[src/rtl/core/rhht_ram.sv]
// ---------------------------------------------------------------------------
// Generic RAM
// One write port and one read port with registered read data.
// ---------------------------------------------------------------------------
module rhht_ram #(
    parameter int WIDTH = 8,
    parameter int DEPTH = 64
) (
    input  logic                     clk,
    input  logic                     we,
    input  logic [$clog2(DEPTH)-1:0] waddr,
    input  logic [WIDTH-1:0]         wdata,
    input  logic [$clog2(DEPTH)-1:0] raddr,
    output logic [WIDTH-1:0]         rdata
);

    logic [WIDTH-1:0] mem [DEPTH];

    always_ff @(posedge clk)
    begin
        if (we)
        begin
            mem[waddr] <= wdata;
        end
        rdata <= mem[raddr];
    end

endmodule

[config.mk]
export PLATFORM = sky130hd
export DESIGN_NAME = rhht_ram
export DESIGN_NICKNAME = d
export VERILOG_FILES = /design/src/rtl/core/rhht_ram.sv
export SDC_FILE = /design/constraint.sdc
export NUM_CORES = 1
export LEC_CHECK = 0
export ABC_AREA = 1
export ABC_CLOCK_PERIOD_IN_PS = 3700
export CAP_MARGIN = 20
export CORE_MARGIN = 2
export CORE_UTILIZATION = 30
export DETAILED_ROUTE_END_ITERATION = 16
export DONT_BUFFER_PORTS = 1
export SKIP_CTS_REPAIR_TIMING = 1
export SYNTH_ARGS = -nofsm -noshare
export SYNTH_HDL_FRONTEND = slang
export SYNTH_SLANG_ARGS = --single-unit
export TNS_END_PERCENT = 30
[constraint.sdc]
create_clock -name clk -period 3.7 [get_ports clk]
set_input_delay 0.555 -clock clk [delete_from_list [all_inputs] [get_ports clk]]
set_output_delay 0.555 -clock clk [all_outputs]
set_load 0.05 [all_outputs]
# After elaboration in Yosys (flattened, before gate mapping)
# Memories as Yosys holds them, arrays and structs flattened. A register that Yosys moved wholly into a read port is not among the register bits.
# Cells that the tools add are included.
# op_classes
muxes,2
# op_table
operator,count
2-to-1 mux 1 bit,2
# totals
in_bits,22
out_inout_bits,8
ramBits,512
word_cells,3
mem_count,1
regBits,0
# mem_list
name,words,word_bits,rd,rd_clocked_by_memory_dff,write_ports,line,source
mem,64,8,1,1,1,17,logic [WIDTH-1:0] mem [DEPTH];

# Logic depth before layout (Yosys ltp)
# logic_depth
depth_word,2
depth_mapped,12
ltp_nobuf,9

# Worst setup path after synthesis
# Ideal clock, no wire load.
# synth_timing
path_type,input port to flip-flop
start,in we
end,"mem mem[48][0], enable pin"
t_arrival_ns,1.926
required_ns,3.305
stages,3
path_slack_ns,1.379
setup_ns,0.395
n_path_buf,1
path_cell_list,clkbuf_1 -> nand4_1 -> nor4_1
# synth_via
elab_chain_len,2
# synth_lines
item,line,source
from (decl),10,"input logic we,"
2-to-1 mux 1 bit,21,if (we)
2-to-1 mux 1 bit (not written as such),23,mem[waddr] <= wdata;
to (decl),17,
# No other way between the ends.

==> impl_metrics.csv <==
group,metric,value,unit
status,status,"finished, final reports clean",
worst_setup_path,path_max_fanout,129,
worst_hold_path,hold_class,"input port to flip-flop",
sta,skew,0.00932,ns
power,power_leakage,8.28,nW
worst_setup_path,reg2reg_to,"rdata[7]",
worst_hold_path,hold_start,"wdata[1]",
layout,area_growth,11.1,%
placed_design,port_buffers,0,
clock_network,cts_root_buf,"clkbuf_16",
power,ir_worst_vdd,0.324,mV
power,powerDensity,520,nW/um^2
clock_network,htree_levels,2,
worst_setup_path,critPathKind,"input port to flip-flop",
yosys,syn_nets,1827,
worst_setup_path,r2r_setup_slack,2.30,ns
layout,fin_cells,2767,
sta,period_needed,2.12,ns
route,dr_wl_met2,24400,um
worst_setup_path,start_kind,"input port",
grt,grt_pass1_vias,13192,
yosys,ys_warn_count,0,
floorplanning,die_w,271,um
clock_network,cts_tree,"done",
yosys,synth.cell_area,21300,sq um
worst_setup_path,crit_required,4.18,ns
worst_setup_path,reg2reg_from,"mem[48][7]",
grt,grt_pass1_wl,82100,um
floorplanning,start_util,30.4,%
sta,worst_pin_slew,0.885,ns
route,wl,54100,um
yosys,yosysUniqueCellTypes,16,
clock_network,clk_path_buf_depth,3,
floorplanning,rows,97,
clock_network,clk_latency,0.59,ns
worst_hold_path,whs_path_depth,0,
floorplanning,die_h,271,um
route,top_layer_used,"met4",
clock_network,cts_sinks,520,
yosys,syn_avg_cell_area,11.8,sq um
grt,overflow,0,
worst_setup_path,endpoint_kind,"flip-flop",
route,wire_per_inst,19.6,um
route,ant_nets,0,
placed_design,post_dp_cell_area,22000,sq um
sta,slew_headroom,40.8,%
sta,setup_viol,0,
route,met3WireLength,5260,um
worst_hold_path,min_to,"mem[31][1]",
grt,grtUsageTotal,14.6,%
clock_network,clk_pin_slew_worst_paths,0.06,ns
floorplanning,dieArea,73300,sq um
route,drtIter0Drc,1394,
route,route.detailed.drc,0,
placed_design,dpl.cell_count,2668,
layout,drive_gt1_share,6.24,%
worst_setup_path,r2r_cells,8,
sta,finalCritPeriodShare,57.2,%
sta,slew_viol_final,0,
layout,stdcell_area,23700,sq um
route,drt_pre_antenna_iters,5,
sta,max_freq,0.472,GHz
placed_design,place_congestion,0.822,
sta,hold_viol,0,
placed_design,hpwl,30400,um
route,vias,13625,
yosys,synth_seq_area_share,72.8,%
sta,tns,0,ns
sta,rsz0062_at_grt,"no",
route,vias_per_cell,4.92,
yosys,ys_seq_elements,520,
layout,antennaDiodeCount,0,
floorplanning,design.core.area,70300,sq um
floorplanning,io_pins,30,
layout,final_nets,1805,
grt,grt_antenna_before_repair,0,
clock_network,numCtsBuffers,52,
grt,grt_max_degree,258,
job,max_cap_viol_count,0,
power,finalPower,12.3,mW
worst_setup_path,worstPathArrival,2.60,ns
route,wl_met1,23200,um
yosys,synthCells,1805,
-- how the worst max path moves through the flow --
| stage | startpoint | to | slack, ns | cells past startpoint |
|---|---|---|---|---|
| 2_1_floorplan | we | mem[48][0] | 1.38 | 3 |
| 3_3_place_gp | raddr[1] | rdata[0] | 1.09 | 9 |
| 3_5_place_dp | waddr[0] | mem[42][0] | 1.08 | 3 |
| 4_1_cts | waddr[0] | mem[42][1] | 1.72 | 3 |
| 5_1_grt | raddr[1] | rdata[4] | 1.49 | 9 |
| 6_report | raddr[1] | rdata[4] | 1.58 | 9 |
-- layout make-up --
type | instances | area, sq um
clock buffers | 67 | 1380
fillers | 6894 | 46600
clock inverters | 31 | 300
multi-input cells | 1160 | 4950
inverters | 12 | 52.6
repair buffers | 37 | 323
well taps | 940 | 1180
flip-flops and latches | 520 | 15500
-- placed cells by master (no fill, tap or decap), types with 6 or more instances in the layout --
cell	count
nand2_1	648
edfxtp_1	512
nand3_1	439
nor2_1	56
clkbuf_16	53
buf_4	33
clkbuf_1	14
clkinv_2	13
clkinv_1	10
inv_1	9
nand4_1	9
nor4_1	8
dfxtp_1	8
bufinv_16	6
-- logic make-up after synthesis --
group                  count (synthesis)  share of synthesized area [%]
and+or+nand+nor                     1160                           23.2
DFF                                  520                           72.8
buffers and inverters                125                           4.02
-- report_power, final --
group / switching (mW) / internal (mW)
Sequential: 0.0680 / 6.52
Combinational: 0.345 / 0.155
Clock: 2.19 / 3.05
Total: 2.60 / 9.72
-- synthesized netlist by cell type --
cell | count | area, sq um
inv_2 | 1 | 3.75
buf_2 | 37 | 185
nor2_1 | 56 | 210
buf_6 | 35 | 394
inv_6 | 1 | 8.76
edfxtp_1 | 512 | 15400
buf_8 | 2 | 30.0
dfxtp_1 | 8 | 160
nor4_1 | 8 | 50.1
buf_4 | 14 | 105
nand2_1 | 648 | 2430
clkbuf_1 | 15 | 56.3
nand4_1 | 9 | 56.3
nand3_1 | 439 | 2200
buf_1 | 10 | 37.5
inv_1 | 10 | 37.5
-- per-stage QoR --
| step | utilization [%] | setup slack, ns | hold slack, ns |
|---|---|---|---|
| after floorplan | - | 1.38 | 0.654 |
| after global placement | 31.3 | 1.09 | 0.661 |
| after detailed placement | 31.3 | 1.08 | 0.661 |
| after CTS | 33.7 | 1.72 | 0.0294 |
| after global routing | 33.7 | 1.49 | 0.0302 |
| final | 33.7 | 1.58 | 0.0536 |
-- critical path: stages --
cell and delay, ns:
inv_4 0.53, buf_4 0.50, nand3_1 0.14, nand3_1 0.12, nand2_1 0.07, nand2_1 0.06
nand3_1 0.22, nand3_1 0.20, nand2_1 0.08
-- sequential cells by signal, indices dropped and copies added (netlist names) --
register  count
mem         512
rdata         8
-- routing by layer --
metal,global-route usage (%),up-vias
met5,0,-
met4,4.14,0
met3,3.94,82
met2,22.5,523
met1,20.3,6714
li1,-,6306
No activity file was read; power rests on OpenSTA's default activity.
