===== src/rtl/core/rhht_pkg.sv =====
// ---------------------------------------------------------------------------
// Robin Hood hash table package
// Shared types, sizes and codes for the hash table core.
// ---------------------------------------------------------------------------
package rhht_pkg;

    localparam int CAPACITY   = 64;
    localparam int VALUE_BITS = 32;
    localparam int SLOT_BITS  = $clog2(CAPACITY);
    localparam int COUNT_BITS = $clog2(CAPACITY + 1);
    localparam int KEY_BITS   = 64;
    localparam int LEN_BITS   = 4;
    // Slot word: used, distance, key length, key, value.
    localparam int SLOT_W = 1 + SLOT_BITS + LEN_BITS + KEY_BITS + VALUE_BITS;

    typedef enum logic [1:0] {
        CMD_GET = 2'd0,
        CMD_SET = 2'd1,
        CMD_DEL = 2'd2,
        CMD_NOP = 2'd3
    } cmd_t;

    typedef enum logic [1:0] {
        ST_OK   = 2'd0,
        ST_MISS = 2'd1,
        ST_FULL = 2'd2,
        ST_RSVD = 2'd3
    } status_t;

    typedef struct packed {
        logic [1:0]          cmd;
        logic [KEY_BITS-1:0] lookup_key;
        logic [LEN_BITS-1:0] key_len;
        logic [31:0]         key_hash;
        logic [31:0]         set_value;
    } req_t;

    typedef struct packed {
        logic [1:0]            status;
        logic                  hit;
        logic [31:0]           read_value;
        logic [6:0]            entry_count;
    } rsp_t;

    typedef struct packed {
        logic                  used;
        logic [SLOT_BITS-1:0]  distance;
        logic [LEN_BITS-1:0]   len;
        logic [KEY_BITS-1:0]   key;
        logic [VALUE_BITS-1:0] value;
    } slot_t;

    typedef enum logic [2:0] {
        S_IDLE,
        S_FIND_RD,
        S_FIND_CHK,
        S_INS_RD,
        S_INS_CHK,
        S_DEL_RD,
        S_DEL_CHK,
        S_DONE
    } state_t;

    // Slot-word compare result handed from the compare unit to the sequencer.
    typedef struct packed {
        logic stop_find;
        logic match;
        logic richer;
    } cmp_t;

    function automatic logic [KEY_BITS-1:0] mask_key(logic [KEY_BITS-1:0] key,
                                                     logic [LEN_BITS-1:0] len);
        logic [KEY_BITS-1:0] m;
        m = '0;
        for (int i = 0; i < 8; i++) begin
            if (len > LEN_BITS'(i))
            begin
                m[i*8 +: 8] = 8'hFF;
            end
        end
        return key & m;
    endfunction

endpackage


===== src/rtl/core/rhht_cmp.sv =====
// ---------------------------------------------------------------------------
// Slot compare unit
// Compares one slot word against the probe key and probe distance.
// ---------------------------------------------------------------------------
module rhht_cmp (
    input  rhht_pkg::slot_t                  slot,
    input  logic [rhht_pkg::KEY_BITS-1:0]    key,
    input  logic [rhht_pkg::LEN_BITS-1:0]    len,
    input  logic [rhht_pkg::SLOT_BITS:0]     probe,
    output rhht_pkg::cmp_t                   res
);

    logic [rhht_pkg::SLOT_BITS:0] sd;

    always_comb
    begin
        sd            = {1'b0, slot.distance};
        res.richer    = sd < probe;
        res.stop_find = !slot.used || (sd < probe);
        res.match     = slot.used && (sd == probe) && (slot.len == len)
                        && (slot.key == key);
    end

endmodule


===== config.mk =====
export PLATFORM = sky130hd
export DESIGN_NAME = rhht_cmp
export DESIGN_NICKNAME = d
export VERILOG_FILES = /design/src/rtl/core/rhht_pkg.sv /design/src/rtl/core/rhht_cmp.sv
export SDC_FILE = /design/constraint.sdc
export NUM_CORES = 1
export LEC_CHECK = 0
export BUFFER_PORTS_ARGS = -buffer_cell sky130_fd_sc_hd__buf_2
export CAP_MARGIN = 20
export CORE_AREA = 2 2 71 73
export DETAILED_ROUTE_END_ITERATION = 10
export DIE_AREA = 0 0 73 75
export PLACE_DENSITY_LB_ADDON = 0.3
export RECOVER_POWER = 100
export SYNTH_ARGS = -nofsm -noshare
export SYNTH_HDL_FRONTEND = slang
export SYNTH_SLANG_ARGS = --single-unit

===== constraint.sdc =====
create_clock -name vclk -period 1.2
set_input_delay 0 -clock vclk [all_inputs]
set_output_delay 0 -clock vclk [all_outputs]
set_load 0.005 [all_outputs]

; Yosys cells after proc, flatten, opt, wreduce, memory -nomap -nowiden
; Cells that the tools add are included.
[totals]
regBits = 0
out_inout_bits = 3
wordCells = 9
[classes]
n_lt_le_gt_ge = 1
n_eq_ne = 3
n_reduce_logical = 5
[op_table]
columns = cell, n
row1 = $eq 64x64->1, 1
row2 = $eq 6x7->1, 1
row3 = $lt 6x7->1, 1
row4 = $eq 4x4->1, 1
row5 = $logic_and 1x1->1, 3
row6 = $logic_not 1->1, 1
row7 = $logic_or 1x1->1, 1

; Depth between registers and ports, before layout
; Gate-level depths: netlist of the first run.
[logic_depth]
word_depth = 4
ltp_mapped = 7
ltp_nobuf = 7

; Worst setup path before layout of the first run
; No wires, ideal clock.
[synth_timing]
kind = in2out
start = input port probe[5] (netlist name)
end = output port res[1] (netlist name)
arrival_ns = 1.004
slack_ns = 0.196
stages = 6
n_path_buf = 0
path_cell_list = inv_1 -> ha_1 -> nand4_1 -> nor4_1 -> nand4_1 -> nor4_2
[synth_rtl]
columns = item, line
row1 = from (decl), rhht_cmp.sv:9  ; input logic [rhht_pkg::SLOT_BITS:0] probe,
row2 = to (decl), rhht_cmp.sv:10  ; output rhht_pkg::cmp_t res

==> flow_metrics.py, run 1 <==
metrics = {
    "outcome": {
        "status": "complete, but fails checks",
        "violations": "negative setup slack",
    },
    "routing": {
        "vias": 1446,
        "first_pass_iters": 4,
        "remaining_drc_errors": 0,
        "vias_per_cell": 4.24,
        "wire_per_inst_microns": 11.4,
        "drt_iter0_markers": 14,
        "drt-total-wl_microns": 3880,
        "detail-route-antenna-nets": 0,
    },
    "hold_path": {
        "hold_class": "in2out",
    },
    "sta": {
        "maxSlewHeadroom_pct": 77.5,
        "fin_crit_ns": 1.21,
        "drv_slew": 0,
        "finalSetupTns_ns": -0.00809,
        "final_hold_viol_count": 0,
        "rsz0062_at_grt": "true",
        "worstMarginPinSlew_ns": 0.334,
        "fin_ws_ns": -0.00809,
        "setup_violations": 1,
        "post-route-period-util_pct": 101,
        "fmax_mhz": 828,
    },
    "finish": {
        "synthToLayoutAreaGrowth_pct": 100,
        "postLayoutCellArea_sq_um": 1950,
        "seq_cells": 0,
        "nClkBuffers": 0,
        "final_util_pct": 41.9,
        "regArea_sq_um": 0,
        "n_antenna_cell": 0,
        "drive_above_1_share_pct": 59.2,
        "final_nets": 477,
    },
    "worst_setup_path": {
        "cp.arrival_ns": 1.21,
        "worstSetupEndpointType": "output pin",
        "critPathKind": "in2out",
        "worstPathMaxFanout": 2,
        "crit_required_ns": 1.20,
        "setup.worst_path.start_class": "input port",
    },
    "clock_tree": {
        "post-cts-setup-buffer-count": 0,
    },
    "yosys": {
        "syn_nets": 321,
        "yosysMostFrequentCell": "xor2_1",
        "synthCells": 133,
        "yosys_warnings": 0,
        "ys_seq_area_share_pct": 0,
        "netlist_top_cells_count": "xor2_1 (41), inv_1 (20), nor4_1 (12), xnor2_1 (12), nand4_1 (8)",
        "syn_area_sq_um": 976,
        "yosysTopAreaCell": "xor2_1",
        "synth_area_leaders": "xor2_1 (37%), xnor2_1 (11%), ha_1 (7.7%)",
        "ys_types": 25,
        "syn_area_per_cell_sq_um": 7.34,
        "synth_top_area_share_pct": 36.8,
    },
    "flow_run": {
        "cap_violations": 0,
    },
    "global_route": {
        "grt_pass1_wl_microns": 5680,
        "antenna_found_initial": 0,
        "grt_overflow": 0,
        "grt_pass1_vias": 1366,
        "grt_max_degree": 3,
        "grt_usage_pct": 12.7,
    },
    "placement": {
        "io_buffers": 153,
        "dp_hpwl_microns": 3640,
        "gp_congestion": 0.713,
        "place_area_sq_um": 1820,
        "preCtsSetupSlack_ns": -0.232,
    },
    "floorplan": {
        "die_area_sq_um": 5480,
        "design.core.area_sq_um": 4660,
        "dieHeight_microns": 75,
        "start_util_pct": 20.9,
        "top_level_ports": 185,
        "die_x_microns": 73,
        "rows": 25,
    },
    "power": {
        "peakVddDrop_mv": 0.104,
        "p_per_area_nw_per_um2": 300,
        "leakage_nw": 1.05,
    },
}
==> worst max-delay path: stages <==
cell     delay (ns)
buf_6          0.07
inv_2          0.03
ha_4           0.25
nand4_1        0.11
nor4_2         0.31
nand4_1        0.14
nor4_2         0.14
buf_2          0.15
==> layer usage <==
layer  GRT usage [%]  up-vias  share of wire (%)  wire length (microns)
met5               0        -                  0                      0
met4               0        0                  0                      0
met3            2.01        0                8.2                    317
met2            25.4       70                 55                   2140
met1            14.9      603                 37                   1430
li1                -      773                  -                      -
==> through the flow <==
stage	power, W	hold WS (ns)	std cells
floorplan	0.000224	0.0942	133
global placement	0.000533	0.293	341
detailed placement	0.000541	0.293	341
CTS	0.000591	0.295	341
global route	0.000659	0.327	341
finish	0.000586	0.296	341
==> power breakdown <==
group	switching (W)	total, W	internal (W)	leakage (nW)
Sequential	0	0	0	0
Combinational	0.000232	0.000586	0.000354	1.05
Clock	0	0	0	0
Total	0.000232	0.000586	0.000354	1.05
==> layout by cell type (no fill, tap or decap), types with 3 or more instances in the layout <==
cell type	Yosys	layout
buf_2	0	145
buf_6	0	8
ha_4	0	6
inv_1	20	14
inv_2	0	6
nand2b_1	6	6
nand4_1	8	8
nor2b_1	3	3
nor4_1	12	10
nor4_2	1	3
o22ai_1	4	4
xnor2_1	12	12
xor2_1	41	41
==> timing repair <==
item,4_1_cts,5_1_grt
gates resized for setup,20,4
pin swaps,8,1
endpoints found under the setup margin,3,3
hold buffers,0,0
==> layout make-up <==
| type | count | area [sq um] |
|---|---|---|
| inverters | 20 | 75.1 |
| repair buffers | 154 | 823 |
| fillers | 486 | 2710 |
| multi-input cells | 113 | 988 |
| well taps | 54 | 67.6 |
==> path summary, 6_finish.rpt <==
| kind | startpoint | slack (ns) | depth (start not counted) | end |
|---|---|---|---|---|
| setup / recovery | probe[3] | -0.008 | 8 | res[1] |
| hold / removal | probe[6] | 0.30 | 3 | res[0] |
==> cell families after synthesis <==
kind of cell / count (synthesis) / share of synthesized area, %
fa+ha+maj: 6 / 7.69
simple gates: 34 / 22.1
compound gates: 20 / 15.0
buf+inv: 20 / 7.69
xor+xnor: 53 / 47.6
(Power assumes the default switching activity.)
==> run 2, diff against run 1 <==
Settings changed: CELL_PAD_IN_SITES_DETAIL_PLACEMENT set to 0, CELL_PAD_IN_SITES_GLOBAL_PLACEMENT set to 2, CORE_AREA 2 2 71 73 to not set, CORE_MARGIN set to 2, CORE_UTILIZATION set to 10, DIE_AREA 0 0 73 75 to not set.
==> run 2 against run 1 <==
The run still ends with negative setup slack left. Critical path depth increased by 1. First-iteration DRC count is 14% higher. Largest power group unchanged. Cell count grew 25%.
==> flow_metrics.py, run 2 (synthesis gave the netlist of run 1 again) <==
metrics = {
    "sta": {
        "maxSlewHeadroom_pct": 76.5,
        "worstMarginPinSlew_ns": 0.349,
        "rsz0062_at_grt": "true",
        "final_hold_viol_count": 0,
        "fin_ws_ns": -0.0715,
        "fin_crit_ns": 1.27,
        "setup_violations": 1,
        "drv_slew": 0,
        "post-route-period-util_pct": 106,
        "fmax_mhz": 786,
    },
    "global_route": {
        "grt_max_degree": 3,
        "grt_usage_pct": 7.46,
        "grt_pass1_vias": 1429,
        "grt_pass1_wl_microns": 6260,
        "antenna_found_initial": 0,
        "grt_overflow": 0,
    },
    "hold_path": {
        "hold_class": "in2out",
    },
    "outcome": {
        "violations": "negative setup slack",
        "status": "complete, but fails checks",
    },
    "finish": {
        "final_util_pct": 21.2,
        "final_nets": 484,
        "final_cell_mix": "buf_2 (148), xor2_1 (41), inv_1 (18)",
        "layout_commonest_cell": "buf_2",
        "synthToLayoutAreaGrowth_pct": 110,
        "nClkBuffers": 0,
        "final_cells": 427,
        "drive_above_1_share_pct": 58.2,
        "n_antenna_cell": 0,
        "seq_cells": 0,
        "regArea_sq_um": 0,
        "fillers": 1123,
    },
    "routing": {
        "remaining_drc_errors": 0,
        "vias_per_cell": 3.48,
        "drt-total-wl_microns": 4560,
        "detail-route-antenna-nets": 0,
        "drt_iter0_markers": 16,
        "vias": 1484,
        "wire_per_inst_microns": 10.7,
        "first_pass_iters": 3,
    },
    "worst_setup_path": {
        "setup.worst_path.start_class": "input port",
        "crit_required_ns": 1.20,
        "cp.arrival_ns": 1.27,
        "critPathKind": "in2out",
        "worstSetupEndpointType": "output pin",
        "worstPathMaxFanout": 2,
    },
    "power": {
        "peakVddDrop_mv": 0.0655,
        "comb_power_share_pct": 100.0,
        "seq_power_share_pct": 0,
        "leakage_nw": 1.08,
        "pwr-share-clk_pct": 0,
        "switchingPower_w": 0.000240,
        "power_w": 0.000593,
        "netSwitchingFraction_pct": 40.5,
        "p_per_area_nw_per_um2": 290,
        "p_int_w": 0.000353,
    },
    "placement": {
        "preCtsSetupSlack_ns": -0.247,
        "dp.cells": 427,
        "io_buffers": 153,
        "dp_hpwl_microns": 4430,
        "gp_congestion": 0.669,
    },
    "floorplan": {
        "die_area_sq_um": 10600,
        "start_util_pct": 10.1,
        "die_x_microns": 103,
        "dieHeight_microns": 103,
        "design.core.area_sq_um": 9640,
        "top_level_ports": 185,
        "rows": 36,
    },
    "clock_tree": {
        "post-cts-setup-buffer-count": 0,
        "ctsHoldBuffers": 0,
    },
    "flow_run": {
        "cap_violations": 0,
    },
}
==> run 2: cell count changes in the layout (fill, tap and decap cells not counted), moves of 2 or more <==
cell,delta
buf_2,+3
inv_1,+4
buf_4,+7
o21ai_1,-2
ha_4,-3
buf_6,-4
inv_2,-5
ha_1,+3
==> run 2: path summary, 6_finish.rpt <==
kind / from / endpoint / slack [ns] / cells after the start
worst min-delay path: probe[6] / res[0] / 0.29 / 3
worst max-delay path: probe[2] / res[1] / -0.07 / 9
==> run 2: layer usage <==
metal	vias to the layer above	global-route usage [%]	part of all wire [%]
met3	0	0.814	7.2
met1	634	9.51	40
met2	63	14.3	52
met5	-	0	0
li1	787	-	-
met4	0	0	0
==> run 2: repair_timing <==
| item | in CTS | in global routing |
|---|---|---|
| pin swaps | 5 | 2 |
| resized for setup | 10 | 4 |
| setup endpoints to repair | 3 | 3 |
==> run 2: power groups by stage <==
stage / Combinational (W) / Clock, W / Sequential (W)
detailed placement: 0.000573 / 0 / 0
floorplan: 0.000224 / 0 / 0
global route: 0.000667 / 0 / 0
global placement: 0.000569 / 0 / 0
finish: 0.000593 / 0 / 0
CTS: 0.000595 / 0 / 0
==> run 2: cell type report <==
class	instances	area, sq um	share of cell area [%]
Multi-Input combinational cell	113	952	46.5
Timing Repair Buffer	161	851	41.6
Inverter	20	77.6	3.79
Tap cell	133	166	8.13
==> run 2: stage by stage <==
| stage | TNS, ns | area [sq um] | hold WS, ns |
|---|---|---|---|
| detailed placement | -0.309 | 1970 | 0.287 |
| global placement | -0.366 | 1970 | 0.296 |
| CTS | -0.0944 | 2020 | 0.288 |
| finish | -0.0715 | 2050 | 0.288 |
| floorplan | 0 | 976 | 0.0942 |
| global route | -0.273 | 2050 | 0.309 |
==> run 2: worst max-delay path, stage by stage <==
cell and delay [ns]:
buf_6 0.07, inv_2 0.03, ha_4 0.25, o211ai_1 0.10, nor4_2 0.27, buf_4 0.15
nand4_1 0.10, nor4_2 0.14, buf_2 0.16
==> run 3, diff against run 2 <==
Settings changed: CORE_ASPECT_RATIO set to 0.9.
==> run 3 against run 2 <==
The run still ends with negative setup slack left. Worst setup slack improved by 0.016 ns. Clock-buffer cell count did not move. Largest cell class unchanged. Largest power group unchanged. Sequential share of layout area did not move. Combinational power rose by 1%. Cell count fell by 2.6%. Highest routed layer unchanged. Critical endpoint unchanged. Design area rose by 0.67%. First-iteration DRC count rose by 50%. Sequential cell count did not move. Wire length fell by 2.7%. Critical path depth fell by 2. Die area barely moved. Global-route usage rose by 0.28 points.
==> flow_metrics.py, run 3 (synthesis gave the netlist of run 1 again) <==
metrics = {
    "global_route": {
        "grt_usage_pct": 7.74,
        "grt_pass1_wl_microns": 6600,
        "grt_pass1_vias": 1518,
        "grt_max_degree": 3,
        "antenna_found_initial": 0,
        "grt_overflow": 0,
    },
    "floorplan": {
        "die_area_sq_um": 10600,
        "design.core.area_sq_um": 9570,
        "die_x_microns": 108,
        "top_level_ports": 185,
        "rows": 34,
        "start_util_pct": 10.2,
        "dieHeight_microns": 97.7,
    },
    "finish": {
        "n_antenna_cell": 0,
        "final_cells": 416,
        "multi_input_area_sq_um": 982,
        "drive_above_1_share_pct": 59.3,
        "synthToLayoutAreaGrowth_pct": 111,
        "layout_commonest_cell": "buf_2",
        "seq_cells": 0,
        "nClkBuffers": 0,
        "fillers": 1092,
        "final_cell_mix": "buf_2 (145), xor2_1 (41), inv_1 (14)",
        "postLayoutCellArea_sq_um": 2060,
        "regArea_sq_um": 0,
        "final_nets": 480,
        "final_util_pct": 21.5,
    },
    "worst_setup_path": {
        "worstSetupEndpointType": "output pin",
        "crit_required_ns": 1.20,
        "cp.arrival_ns": 1.26,
        "worstPathMaxFanout": 2,
        "setup.worst_path.start_class": "input port",
        "critPathKind": "in2out",
    },
    "routing": {
        "detail-route-antenna-nets": 0,
        "wire_per_inst_microns": 10.7,
        "drt_iter0_markers": 24,
        "remaining_drc_errors": 0,
        "first_pass_iters": 4,
        "vias": 1491,
        "drt-total-wl_microns": 4440,
        "vias_per_cell": 3.58,
    },
    "placement": {
        "place_area_sq_um": 1930,
        "dp_hpwl_microns": 4220,
        "gp_congestion": 0.662,
        "preCtsSetupSlack_ns": -0.297,
        "dp.cells": 416,
        "io_buffers": 153,
    },
    "hold_path": {
        "hold_class": "in2out",
    },
    "power": {
        "peakVddDrop_mv": 0.0770,
        "p_per_area_nw_per_um2": 291,
        "leakage_nw": 1.07,
    },
    "sta": {
        "post-route-period-util_pct": 105,
        "setup_violations": 1,
        "final_hold_viol_count": 0,
        "fmax_mhz": 797,
        "rsz0062_at_grt": "true",
        "fin_ws_ns": -0.0552,
        "worstMarginPinSlew_ns": 0.360,
        "maxSlewHeadroom_pct": 75.8,
        "fin_crit_ns": 1.26,
        "finalSetupTns_ns": -0.0552,
        "drv_slew": 0,
    },
    "flow_run": {
        "cap_violations": 0,
    },
    "outcome": {
        "status": "complete, but fails checks",
        "violations": "negative setup slack",
    },
}
## run 3: changes by cell type in the layout (fill, tap and decap cells not counted), moves of 4 or more
| cell | change |
|---|---|
| inv_2 | +5 |
| buf_4 | -4 |
| buf_6 | +4 |
| inv_1 | -4 |
## run 3: cell type report
class              instances  area share [%]
multi-input cells        113            47.7
inverters                 20            3.64
well taps                126            7.65
repair buffers           157            41.0
## run 3: final timing paths
path / start / end / cells after the start
worst min-delay path: probe[6] / res[0] / 3
worst max-delay path: slot[103] / res[1] / 7
## run 3: report_power, final
group	internal (W)	total, W	switching [W]
clock	0	0	0
combinational	0.000360	0.000600	0.000240
sequential	0	0	0
## run 3: timing repair
item	4_1_cts	5_1_grt
resized for setup	21	2
pin swaps	9	1
hold buffers	0	0
endpoints found under the setup margin	3	3
hold endpoints to repair	0	0
buffers inserted	0	0
## run 3: metal layers
layer	GRT usage, %	vias up	part of all wire (%)
met1	9.07	641	37
met3	1.01	0	9.1
li1	-	781	-
met2	15.6	69	54
met4	0	0	0
met5	0	-	0
## run 3: worst max-delay path, stage by stage
cell and delay [ns]:
buf_6 0.09, ha_4 0.25, nand4_1 0.12, nor4_2 0.31, nand4_1 0.17, nor4_2 0.16
buf_2 0.16
## run 3: metrics by stage
stage	power (W)	hold slack, ns
after floorplan	0.000224	0.0942
after global placement	0.000558	0.293
after detailed placement	0.000562	0.293
after CTS	0.000610	0.296
after global routing	0.000673	0.335
final	0.000600	0.285
